### config.mk
export PLATFORM = sky130hd
export DESIGN_NAME = qrs_ram
export DESIGN_NICKNAME = d
export VERILOG_FILES = /design/src/hw/rtl/qrs_ram.sv
export SDC_FILE = /design/constraint.sdc
export NUM_CORES = 1
export LEC_CHECK = 0
export BUFFER_PORTS_ARGS = -buffer_cell sky130_fd_sc_hd__buf_2
export CAP_MARGIN = 5
export CORE_MARGIN = 5
export CORE_UTILIZATION = 55
export CTS_CLUSTER_SIZE = 30
export DETAILED_ROUTE_END_ITERATION = 10
export PLACE_DENSITY = 0.71
export SYNTH_ARGS = -nofsm -noshare
export SYNTH_HDL_FRONTEND = slang
export SYNTH_SLANG_ARGS = --single-unit
### constraint.sdc
create_clock -name clk -period 5.05 [get_ports clk]
set_input_delay 1.01 -clock clk [delete_from_list [all_inputs] [get_ports clk]]
set_output_delay 1.01 -clock clk [all_outputs]
set_load 0.02 [all_outputs]
### src/hw/rtl/qrs_ram.sv
// Generic single-write, single-read RAM with registered read data.
module qrs_ram #(
    parameter int WIDTH = 40,
    parameter int DEPTH = 37
) (
    input  logic                                  clk,
    input  logic                                  we,
    input  logic [((DEPTH > 1) ? $clog2(DEPTH) : 1)-1:0] waddr,
    input  logic [WIDTH-1:0]                      wdata,
    input  logic [((DEPTH > 1) ? $clog2(DEPTH) : 1)-1:0] raddr,
    output logic [WIDTH-1:0]                      rdata
);

    logic [WIDTH-1:0] mem [DEPTH];
    logic [WIDTH-1:0] rdata_reg;

    always_ff @(posedge clk)
    begin
        if (we)
        begin
            mem[waddr] <= wdata;
        end
        rdata_reg <= mem[raddr];
    end

    assign rdata = rdata_reg;

endmodule

==> run metrics <==
Clock Latency Late Sink 0.73 ns; Area growth syn-to-layout 12.37%; pre-CTS WS 1.307 ns; CP max FO 53; Post CTS Setup Buffer Count 0; IO Port Bufs 93; Synth Flop Type edfxtp_1; ys async rst share 0%; initial antenna violation count 13; Slew Limit Fails 0; gr ovfl total 0; class of the worst hold path reg -> reg; Cell Rows 119; GP Congestion 0.7959; Max-Cap Viols 0; CTS tree done; chip height 336.7 µm; die width 336.7 µm; placed inst area 0.06134 mm²; RSZ-0062 raised after global routing false; Pre-antenna DRT Iters 6; Post-Synthesis Cell Area 0.05870 mm²; First DRT Iteration DRCs 3401; syn nets 3069; Hold-fix buffers, CTS 0; H-tree Lvls 4; Routed Wire Length 144100 µm; first-pass GRT wire length 207500 µm; Crit Path Class in -> reg; Synth Instances 3015; final critical-path share of the clock period 60.66%; Synth area leaders edfxtp_1 76%, mux2i_1 11%, a22oi_1 2.0%; Leak Pwr 0.02248 µW; Reg clk slew, reported paths 0.06 ns; DRT antenna net count 0; vias 29970; wire length per cell 30.83 µm; CTS sink cnt 1520; PostCTS Resize Cnt 0; WP data arrival 3.66 ns; setup ws final 1.986 ns; dpl hpwl 76600 µm; Worst Hold Slack 0.5739 ns; Synth top area share 75.72%; Worst Max-Slew Pin Slew 1.164 ns; Worst Path Required 5.65 ns; PD cells 391.8 mW/mm²; status completed; core area 0.1057 mm²; Worst setup EP type flip-flop; register area share after synthesis 77.08%; largest net degree at the start of global routing 92; Largest register FFs 1480; max_slew headroom 22.41%; post-DR vias/cell 6.410; overall die area 0.1134 mm²; final clock skew 0.01604 ns; top-count cell post-synth edfxtp_1; share of cells above drive strength 1 18.53%; syn avg cell area 19.47 µm²; area leader, netlist edfxtp_1; synth warn 0; nets 3221; Max IR drop VDD 0.3010 mV; Yosys cell types 34; starting density of the core 55.52%; startpoint types primary input; Max clock buf depth 3; Post-synth EDFFs 1480; # DRC 0; Final min period 3.064 ns; # setup viols final 0; f_max 326.4 MHz; CTS buffer count 141; root buffer cell clkbuf_16; Synth Register Bits 1520; Tot GR Track Use 25.34%; number of global-route vias before repair 30420; setup_tns 0 ns; io pins 94; most instantiated cells after synthesis 1480 x edfxtp_1, 640 x mux2i_1, 160 x a22oi_1; cell area after layout 0.06596 mm²; Fin. Hold Viols 0
-- report_power, final --
group | total, µW | internal [µW] | switching [µW]
Combinational | 1310 | 452 | 857
Sequential | 14000 | 14000 | 57.9
Clock | 10500 | 6140 | 4380
Total | 25800 | 20500 | 5290
-- metal layers --
layer  wire length [µm]  global-route usage (%)  vias up
li1                   -                       -    12690
met1              56490                   34.73    15520
met2              69820                   40.82     1522
met3              13630                   5.943      233
met4               4166                   8.383        6
met5                 41                       0        -
-- worst max-delay path: stages --
cell and delay (ns):
buf_4 0.33, and2_4 0.95, buf_4 0.54, a22o_1 0.20, a221oi_1 0.06, o22ai_1 0.37, o41ai_2 0.13
-- path summary, 6_finish.rpt --
check                        start                end  slack, ns  cells after the start
max                       raddr[2]  rdata[30]$_DFF_P_       1.99                      7
min          mem[36][11]$_DFFE_PP_  rdata[11]$_DFF_P_       0.57                      3
max reg2reg    mem[5][0]$_DFFE_PP_   rdata[0]$_DFF_P_       3.46                      5
min reg2reg  mem[36][11]$_DFFE_PP_  rdata[11]$_DFF_P_       0.57                      3
-- layout make-up --
| class | count | area, µm² |
|---|---|---|
| Antenna cell | 3 | 7.507 |
| Clock inverter | 51 | 514.2 |
| Multi-Input combinational cell | 1308 | 12730 |
| Timing Repair Buffer | 196 | 1619 |
| Sequential cell | 1520 | 45240 |
| Fill cell | 7155 | 39760 |
| Tap cell | 1391 | 1740 |
| Clock buffer | 207 | 4099 |
-- cell usage in the layout, fill, tap and decap left out, types with 45 or more instances in the layout --
cell type	count
buf_4	77
buf_2	89
a22o_1	80
mux2i_1	640
a21oi_1	80
clkbuf_1	45
edfxtp_1	1480
a22oi_1	160
a221oi_2	49
clkbuf_16	151
nand2_1	45
-- kinds of logic after synthesis --
logic type | Yosys count | synth area share (%)
flops | 1520 | 77.08
compound gates | 480 | 7.173
mux | 720 | 13.22
buf+inv | 187 | 1.744
simple gates | 108 | 0.7866
-- metrics by stage --
step           instances  util [%]  total power (µW)
2_1_floorplan       3015         -             15050
3_3_place_gp        4415     58.02             15530
3_5_place_dp        4415     58.02             15580
4_1_cts             4673     62.39             25940
5_1_grt             4676     62.39             26570
6_report            4676     62.39             25840
No activity file was read; power rests on OpenSTA's default activity.
